--- config.mk ---
export PLATFORM = sky130hd
export DESIGN_NAME = stx_etx_frame_receiver_flat
export DESIGN_NICKNAME = d
export VERILOG_FILES = /design/src/rtl/core/sfr_pkg.sv /design/src/rtl/core/sfr_in_if.sv /design/src/rtl/core/sfr_out_if.sv /design/src/rtl/core/sfr_in_reg.sv /design/src/rtl/core/sfr_frame_core.sv /design/src/rtl/core/sfr_out_reg.sv /design/src/rtl/core/stx_etx_frame_receiver.sv /design/src/flat_wrapper.sv
export SDC_FILE = /design/constraint.sdc
export NUM_CORES = 1
export LEC_CHECK = 0
export BUFFER_PORTS_ARGS = -buffer_cell sky130_fd_sc_hd__buf_2
export CAP_MARGIN = 15
export CORE_ASPECT_RATIO = 0.6
export CORE_UTILIZATION = 55
export DETAILED_ROUTE_END_ITERATION = 10
export GPL_TIMING_DRIVEN = 1
export PLACE_DENSITY = 0.75
export SYNTH_ARGS = -nofsm -noshare
export SYNTH_HDL_FRONTEND = slang
export SYNTH_SLANG_ARGS = --single-unit
export TNS_END_PERCENT = 10
--- constraint.sdc ---
create_clock -name clk -period 8.74 [get_ports clk]
set_input_delay 0.874 -clock clk [delete_from_list [all_inputs] [get_ports clk]]
set_output_delay 0.874 -clock clk [all_outputs]
set_load 0.005 [all_outputs]
--- src/rtl/core/sfr_pkg.sv ---
package sfr_pkg;

  // Frame geometry
  localparam int FRAME_LEN = 16;
  localparam int POS_W     = $clog2(FRAME_LEN);

  localparam logic [7:0]  START_BYTE = 8'h02;
  localparam logic [7:0]  END_BYTE   = 8'h03;
  localparam logic [15:0] CNT_MAX    = 16'hFFFF;

  // Position of the check byte and of the end byte
  localparam logic [POS_W-1:0] CHK_POS = POS_W'(FRAME_LEN - 2);
  localparam logic [POS_W-1:0] END_POS = POS_W'(FRAME_LEN - 1);

  typedef enum logic [1:0] {
    OP_BYTE = 2'd0,
    OP_IDLE = 2'd1,
    OP_TICK = 2'd2
  } sfr_op_t;

  typedef struct packed {
    logic [1:0] op;
    logic [7:0] rx_byte;
  } sfr_item_t;

  typedef struct packed {
    logic [7:0]  byte_out;
    logic [3:0]  byte_pos;
    logic        byte_kept;
    logic        frame_end;
    logic        frame_good;
    logic [15:0] error_total;
    logic        link_lost;
    logic [15:0] lost_ticks;
  } sfr_result_t;

  function automatic logic [15:0] sat_inc(input logic [15:0] v);
    sat_inc = (v == CNT_MAX) ? v : v + 16'd1;
  endfunction

endpackage

--- src/rtl/core/sfr_in_if.sv ---
interface sfr_in_if;
  logic       valid;
  logic       ready;
  logic [1:0] op;
  logic [7:0] rx_byte;

  modport source (output valid, output op, output rx_byte, input ready);
  modport sink   (input valid, input op, input rx_byte, output ready);
endinterface

--- src/rtl/core/sfr_out_if.sv ---
interface sfr_out_if;
  logic        valid;
  logic        ready;
  logic [7:0]  byte_out;
  logic [3:0]  byte_pos;
  logic        byte_kept;
  logic        frame_end;
  logic        frame_good;
  logic [15:0] error_total;
  logic        link_lost;
  logic [15:0] lost_ticks;

  modport source (output valid, output byte_out, output byte_pos, output byte_kept,
                  output frame_end, output frame_good, output error_total,
                  output link_lost, output lost_ticks, input ready);
  modport sink   (input valid, input byte_out, input byte_pos, input byte_kept,
                  input frame_end, input frame_good, input error_total,
                  input link_lost, input lost_ticks, output ready);
endinterface

--- src/rtl/core/sfr_in_reg.sv ---
module sfr_in_reg
  import sfr_pkg::*;
(
  input  logic      clk,
  input  logic      rst_n,
  input  logic      in_valid,
  input  sfr_item_t in_item,
  output logic      in_ready,
  input  logic      move,
  output logic      held_valid,
  output sfr_item_t held_item
);

  logic      valid_r, valid_nxt;
  sfr_item_t item_r;

  assign in_ready  = !valid_r || move;
  assign valid_nxt = in_ready ? in_valid : valid_r;

  always_ff @(posedge clk) begin
    if (!rst_n) begin
      valid_r <= 1'b0;
    end else begin
      valid_r <= valid_nxt;
    end
  end

  always_ff @(posedge clk) begin
    if (in_valid && in_ready) begin
      item_r <= in_item;
    end
  end

  assign held_valid = valid_r;
  assign held_item  = item_r;

endmodule

--- src/rtl/core/sfr_frame_core.sv ---
module sfr_frame_core
  import sfr_pkg::*;
(
  input  logic        clk,
  input  logic        rst_n,
  input  logic        fire,
  input  sfr_item_t   item,
  output sfr_result_t result
);

  logic [POS_W-1:0] pos_r, pos_nxt;
  logic [7:0]       sum_r, sum_nxt;
  logic [7:0]       chk_r, chk_nxt;
  logic             good_r, good_nxt;
  logic [15:0]      err_r, err_nxt;
  logic             lost_r, lost_nxt;
  logic [15:0]      lcnt_r, lcnt_nxt;
  logic [7:0]       echo;
  logic [3:0]       bpos;
  logic             kept;
  logic             fend;
  logic [7:0]       b;

  assign b = item.rx_byte;

  always_comb begin
    pos_nxt  = pos_r;
    sum_nxt  = sum_r;
    chk_nxt  = chk_r;
    good_nxt = good_r;
    err_nxt  = err_r;
    lost_nxt = lost_r;
    lcnt_nxt = lcnt_r;
    echo     = 8'd0;
    bpos     = 4'd0;
    kept     = 1'b0;
    fend     = 1'b0;
    unique case (item.op)
      OP_BYTE: begin
        lost_nxt = 1'b0;
        lcnt_nxt = 16'd0;
        echo     = b;
        bpos     = 4'(pos_r);
        if (pos_r == '0) begin
          // hunting: only a start byte opens a frame
          if (b == START_BYTE) begin
            kept    = 1'b1;
            sum_nxt = b;
            pos_nxt = POS_W'(1);
          end else begin
            err_nxt = sat_inc(err_r);
          end
        end else begin
          kept = 1'b1;
          if (pos_r < CHK_POS) begin
            sum_nxt = sum_r + b;
            pos_nxt = pos_r + POS_W'(1);
          end else if (pos_r == CHK_POS) begin
            chk_nxt = b;
            pos_nxt = pos_r + POS_W'(1);
          end else begin
            fend    = 1'b1;
            pos_nxt = '0;
            if (b == END_BYTE && (sum_r + chk_r) == 8'd0) begin
              good_nxt = 1'b1;
              err_nxt  = 16'd0;
            end else begin
              good_nxt = 1'b0;
              err_nxt  = sat_inc(err_r);
            end
          end
        end
      end
      OP_IDLE: begin
        lost_nxt = 1'b1;
      end
      OP_TICK: begin
        if (lost_r) begin
          lcnt_nxt = sat_inc(lcnt_r);
        end
      end
      default: begin
      end
    endcase
  end

  always_ff @(posedge clk) begin
    if (!rst_n) begin
      pos_r  <= '0;
      sum_r  <= 8'd0;
      good_r <= 1'b0;
      err_r  <= 16'd0;
      lost_r <= 1'b0;
      lcnt_r <= 16'd0;
    end else if (fire) begin
      pos_r  <= pos_nxt;
      sum_r  <= sum_nxt;
      good_r <= good_nxt;
      err_r  <= err_nxt;
      lost_r <= lost_nxt;
      lcnt_r <= lcnt_nxt;
    end
  end

  // check byte is always written before the end byte reads it
  always_ff @(posedge clk) begin
    if (fire) begin
      chk_r <= chk_nxt;
    end
  end

  always_comb begin
    result.byte_out    = echo;
    result.byte_pos    = bpos;
    result.byte_kept   = kept;
    result.frame_end   = fend;
    result.frame_good  = good_nxt;
    result.error_total = err_nxt;
    result.link_lost   = lost_nxt;
    result.lost_ticks  = lcnt_nxt;
  end

endmodule

--- src/rtl/core/sfr_out_reg.sv ---
module sfr_out_reg
  import sfr_pkg::*;
(
  input  logic        clk,
  input  logic        rst_n,
  input  logic        move,
  input  sfr_result_t result,
  output logic        out_free,
  output logic        out_valid,
  input  logic        out_ready,
  output sfr_result_t out_result
);

  logic        valid_r, valid_nxt;
  sfr_result_t res_r;

  assign out_free  = !valid_r || out_ready;
  assign valid_nxt = move ? 1'b1 : (out_ready ? 1'b0 : valid_r);

  always_ff @(posedge clk) begin
    if (!rst_n) begin
      valid_r <= 1'b0;
    end else begin
      valid_r <= valid_nxt;
    end
  end

  always_ff @(posedge clk) begin
    if (move) begin
      res_r <= result;
    end
  end

  assign out_valid  = valid_r;
  assign out_result = res_r;

endmodule

--- src/rtl/core/stx_etx_frame_receiver.sv ---
// Channel | dir | handshake         | payload
// in_ch   | in  | valid / ready     | op, rx_byte
// out_ch  | out | valid / ready     | byte_out, byte_pos, byte_kept, frame_end,
//         |     |                   | frame_good, error_total, link_lost, lost_ticks
//
// One item per cycle sustained while out_ch is ready; an accepted item passes the input register,
// then the frame logic into the result register, before out_ch shows it valid.
// The frame state updates once per item as it moves into the result register.
// Reset (rst_n low, synchronous) empties both registers and returns to hunting.
// An output stall holds the result; the input register absorbs one more item.
module stx_etx_frame_receiver
  import sfr_pkg::*;
(
  input  logic  clk,
  input  logic  rst_n,
  sfr_in_if.sink    in_ch,
  sfr_out_if.source out_ch
);

  sfr_item_t   in_item;
  sfr_item_t   held_item;
  sfr_result_t result;
  sfr_result_t out_result;
  logic        held_valid;
  logic        out_free;
  logic        move;
  logic        in_ready;
  logic        out_valid;

  assign in_item.op      = in_ch.op;
  assign in_item.rx_byte = in_ch.rx_byte;
  assign in_ch.ready     = in_ready;

  // item leaves the input register when the result register can take it
  assign move = held_valid && out_free;

  sfr_in_reg u_in_reg (
    .clk        (clk),
    .rst_n      (rst_n),
    .in_valid   (in_ch.valid),
    .in_item    (in_item),
    .in_ready   (in_ready),
    .move       (move),
    .held_valid (held_valid),
    .held_item  (held_item)
  );

  sfr_frame_core u_core (
    .clk    (clk),
    .rst_n  (rst_n),
    .fire   (move),
    .item   (held_item),
    .result (result)
  );

  sfr_out_reg u_out_reg (
    .clk        (clk),
    .rst_n      (rst_n),
    .move       (move),
    .result     (result),
    .out_free   (out_free),
    .out_valid  (out_valid),
    .out_ready  (out_ch.ready),
    .out_result (out_result)
  );

  assign out_ch.valid       = out_valid;
  assign out_ch.byte_out    = out_result.byte_out;
  assign out_ch.byte_pos    = out_result.byte_pos;
  assign out_ch.byte_kept   = out_result.byte_kept;
  assign out_ch.frame_end   = out_result.frame_end;
  assign out_ch.frame_good  = out_result.frame_good;
  assign out_ch.error_total = out_result.error_total;
  assign out_ch.link_lost   = out_result.link_lost;
  assign out_ch.lost_ticks  = out_result.lost_ticks;

endmodule

--- src/flat_wrapper.sv ---
// flat-port wrapper written by rule: the top's interface ports become plain ports
module stx_etx_frame_receiver_flat import sfr_pkg::*;
  (clk, rst_n, in_ch_valid, in_ch_op, in_ch_rx_byte, in_ch_ready, out_ch_valid, out_ch_byte_out, out_ch_byte_pos, out_ch_byte_kept, out_ch_frame_end, out_ch_frame_good, out_ch_error_total, out_ch_link_lost, out_ch_lost_ticks, out_ch_ready);
  sfr_in_if in_ch_i ();
  sfr_out_if out_ch_i ();
  input  logic clk;
  input  logic rst_n;
  input wire logic [$bits(in_ch_i.valid)-1:0] in_ch_valid;
  input wire logic [$bits(in_ch_i.op)-1:0] in_ch_op;
  input wire logic [$bits(in_ch_i.rx_byte)-1:0] in_ch_rx_byte;
  output wire logic [$bits(in_ch_i.ready)-1:0] in_ch_ready;
  output wire logic [$bits(out_ch_i.valid)-1:0] out_ch_valid;
  output wire logic [$bits(out_ch_i.byte_out)-1:0] out_ch_byte_out;
  output wire logic [$bits(out_ch_i.byte_pos)-1:0] out_ch_byte_pos;
  output wire logic [$bits(out_ch_i.byte_kept)-1:0] out_ch_byte_kept;
  output wire logic [$bits(out_ch_i.frame_end)-1:0] out_ch_frame_end;
  output wire logic [$bits(out_ch_i.frame_good)-1:0] out_ch_frame_good;
  output wire logic [$bits(out_ch_i.error_total)-1:0] out_ch_error_total;
  output wire logic [$bits(out_ch_i.link_lost)-1:0] out_ch_link_lost;
  output wire logic [$bits(out_ch_i.lost_ticks)-1:0] out_ch_lost_ticks;
  input wire logic [$bits(out_ch_i.ready)-1:0] out_ch_ready;
  assign in_ch_i.valid = in_ch_valid;
  assign in_ch_i.op = in_ch_op;
  assign in_ch_i.rx_byte = in_ch_rx_byte;
  assign in_ch_ready = in_ch_i.ready;
  assign out_ch_valid = out_ch_i.valid;
  assign out_ch_byte_out = out_ch_i.byte_out;
  assign out_ch_byte_pos = out_ch_i.byte_pos;
  assign out_ch_byte_kept = out_ch_i.byte_kept;
  assign out_ch_frame_end = out_ch_i.frame_end;
  assign out_ch_frame_good = out_ch_i.frame_good;
  assign out_ch_error_total = out_ch_i.error_total;
  assign out_ch_link_lost = out_ch_i.link_lost;
  assign out_ch_lost_ticks = out_ch_i.lost_ticks;
  assign out_ch_i.ready = out_ch_ready;
  stx_etx_frame_receiver u_core (.clk(clk), .rst_n(rst_n), .in_ch(in_ch_i), .out_ch(out_ch_i));
endmodule
==> impl_metrics.env <==
export IMPL_ys_types=70
export IMPL_ys_top_cells_by_area="edfxtp_1, dfxtp_1, nor2_1, ha_1, a21oi_1"
export IMPL_cp_start_kind="flip-flop"
export IMPL_p_leak_nw=2.59
export IMPL_ant_nets=0
export IMPL_drive_gt1_frac=0.174
export IMPL_synth_warnings=0
export IMPL_antenna_cells=0
export IMPL_ctsResizeCount=0
export IMPL_fillerInstances=838
export IMPL_hold_path_depth=2
export IMPL_ys_async_sr_fraction=0
export IMPL_regToRegSetupSlack_ns=5.26
export IMPL_cp_data_required_time_ns=8.91
export IMPL_synth_edf_count=66
export IMPL_yosysSeqAreaShare=0.493
export IMPL_syn_num_nets=655
export IMPL_wl_per_cell_um=17.8
export IMPL_max_freq_mhz=287
export IMPL_status="completed"
export IMPL_setup_tns_ns=0
export IMPL_synth_seq_cells=114
export IMPL_tritoncts="done"
export IMPL_antenna_found_initial=0
export IMPL_hpwl_um=9800
export IMPL_clk_pin_slew_ns=0.05
export IMPL_tightest_slew_ns=0.829
export IMPL_nets=719
export IMPL_rsz0062_at_grt="false"
export IMPL_skew_ns=0.00929
export IMPL_endpoint_kind="flip-flop"
export IMPL_clock_latency_ns=0.42
export IMPL_rr_endpoint="u_core.u_out_reg.out_result[17]$_DFFE_PP_"
export IMPL_powerDensity_mw_per_mm2=198
export IMPL_synth_cells=620
export IMPL_root_buffer="clkbuf_16"
export IMPL_cts_buffers=17
export IMPL_ios=64
export IMPL_grt_first_pass_wirelength_um=23100
export IMPL_synth_top_area_cell="edfxtp_1"
export IMPL_cap_violations=0
export IMPL_dieHeight_um=82.7
export IMPL_wirelength_um=14900
export IMPL_die_w_um=136
export IMPL_irDropWorstVdd_v=0.000144
export IMPL_avgSynthCellArea_um2=9.62
export IMPL_whs_ns=0.518
export IMPL_grt_max_degree=61
export IMPL_place_congestion=0.933
export IMPL_critPathMaxFanout=10
export IMPL_syn_area_mm2=0.00597
export IMPL_finalMaxSlewViolations=0
export IMPL_dieArea_mm2=0.0113
export IMPL_grt_pass1_vias=4588
export IMPL_rows=29
export IMPL_holdPathEnd="u_core.u_core.err_r[6]$_SDFFE_PN0P_"
export IMPL_post_route_drc_count=0
export IMPL_slew_headroom=0.442
export IMPL_area_growth_synth_to_final_pct=17.8
export IMPL_coreArea_mm2=0.0106
export IMPL_r2r_start="u_core.u_core.chk_r[0]$_DFFE_PP_"
export IMPL_holdCritStartpoint="u_core.u_core.err_r[6]$_SDFFE_PN0P_"
export IMPL_cts_hold_buf=0
export IMPL_ff2ff_path_depth=8
export IMPL_cts_max_path_buffers=2
export IMPL_setup_viol=0
export IMPL_final_hold_violation_count=0
export IMPL_clock_sinks=114
export IMPL_io_buffers=63
export IMPL_track_usage=0.273
export IMPL_cts_htree_levels=4
export IMPL_num_vias=5188
export IMPL_fin_crit_sh=0.398
export IMPL_min_period_ns=3.48
export IMPL_ys_flop_type="edfxtp_1"
export IMPL_start_util=0.565
export IMPL_first_pass_iters=6
export IMPL_worst_ep_arrival_time_ns=3.64
export IMPL_hp_class="reg2reg"
export IMPL_vias_per_cell=6.21
export IMPL_gr_total_overflow=0
export IMPL_synth_top_area_frac=0.332
export IMPL_dr_first_iter_drc_count=607
export IMPL_post_cts_setup_buffer_count=0
export IMPL_critPathKind="reg2reg"
==> worst max-delay path, cell delays in order (launching register included) <==
cell,delay [ns]
edfxtp_1,0.37
ha_1,0.22
fa_1,0.45
or4_1,0.51
a2111o_1,0.39
or4_1,0.65
o21ai_0,0.37
nor3_1,0.10
a21o_1,0.17
==> cell families after synthesis <==
| family | count (synthesis) | synth area share |
|---|---|---|
| AO/OA/AOI/OAI | 153 | 0.170 |
| XOR/XNOR | 18 | 0.0264 |
| adder cells (fa/ha/maj) | 21 | 0.0466 |
| buffers and inverters | 49 | 0.0340 |
| flip-flops | 114 | 0.493 |
| multiplexers | 6 | 0.0105 |
| AND/OR/NAND/NOR | 259 | 0.220 |
==> sequential cells by signal, indices dropped and copies added (netlist names), 4 cells and up <==
| signal | cells |
|---|---|
| u_core.u_in_reg.held_item | 10 |
| u_core.u_core.chk_r | 8 |
| u_core.u_core.lcnt_r | 16 |
| u_core.u_out_reg.out_result | 48 |
| u_core.u_core.sum_r | 8 |
| u_core.u_core.err_r | 16 |
| u_core.u_core.pos_r | 4 |
==> how the worst max path moves through the flow <==
stage	from	to	slack, ns
after detailed placement	out_ch_ready	u_core.u_core.chk_r[7]$_DFFE_PP_	5.21
after CTS	u_core.u_core.chk_r[0]$_DFFE_PP_	u_core.u_out_reg.out_result[17]$_DFFE_PP_	5.25
final	u_core.u_core.chk_r[0]$_DFFE_PP_	u_core.u_out_reg.out_result[17]$_DFFE_PP_	5.26
after floorplan	out_ch_ready	u_core.u_core.lcnt_r[11]$_SDFFE_PN0P_	5.19
after global routing	u_core.u_core.chk_r[0]$_DFFE_PP_	u_core.u_out_reg.out_result[17]$_DFFE_PP_	5.11
after global placement	u_core.u_core.chk_r[0]$_DFFE_PP_	u_core.u_out_reg.out_result[17]$_DFFE_PP_	5.39
==> cells in the mapped netlist (7+ instances only) <==
cell	count
a21oi_1	41
nor2_1	70
edfxtp_1	66
nor4_1	7
dfxtp_1	48
xor2_1	11
nor2b_1	10
ha_1	19
nand3_1	32
nand4_1	7
nand2_1	53
and2_1	16
nor3_1	17
inv_1	22
xnor2_1	7
a211oi_1	8
o21ai_0	37
or3_1	8
clkbuf_1	21
==> power by group <==
group          switching (mW)  internal, mW
sequential            0.00868         0.583
clock                   0.253         0.494
combinational          0.0349        0.0172
total                   0.297          1.09
==> area by class of cell <==
cell class	instances	area, um^2	area share
clock buffer	20	458	0.0651
sequential	114	2940	0.419
inverter	23	86.3	0.0123
tap	139	174	0.0247
multi-input combinational	457	2820	0.401
clock inverter	12	180	0.0256
timing repair buffer	71	368	0.0523
==> through the flow <==
stage               std cells  instance area, um^2  power (mW)   util  setup slack [ns]
global route              836                 7030        1.42  0.666              5.11
CTS                       833                 7020        1.39  0.664              5.25
floorplan                 620                 5970       0.628      -              5.19
finish                    836                 7030        1.39  0.666              5.26
detailed placement        801                 6380       0.653  0.604              5.21
global placement          801                 6380       0.652  0.604              5.39
==> placed cells by master, fill, tap and decap left out, drive strengths merged, types with 16 or more instances in the layout <==
cell	synthesis	routed
nor2	72	72
buf	5	70
edfxtp	66	66
nand2	53	53
dfxtp	48	48
a21oi	41	41
o21ai	37	37
nand3	32	32
inv	23	24
clkbuf	21	21
ha	19	19
nor3	17	17
and2	16	16
==> metal layers <==
layer / vias up / wire [um] / track usage
li1: 2433 / - / -
met1: 2432 / 7040 / 0.384
met2: 307 / 6290 / 0.412
met3: 16 / 1410 / 0.0629
met4: 0 / 162 / 0.0944
met5: - / 0 / 0
(Power assumes the default switching activity.)
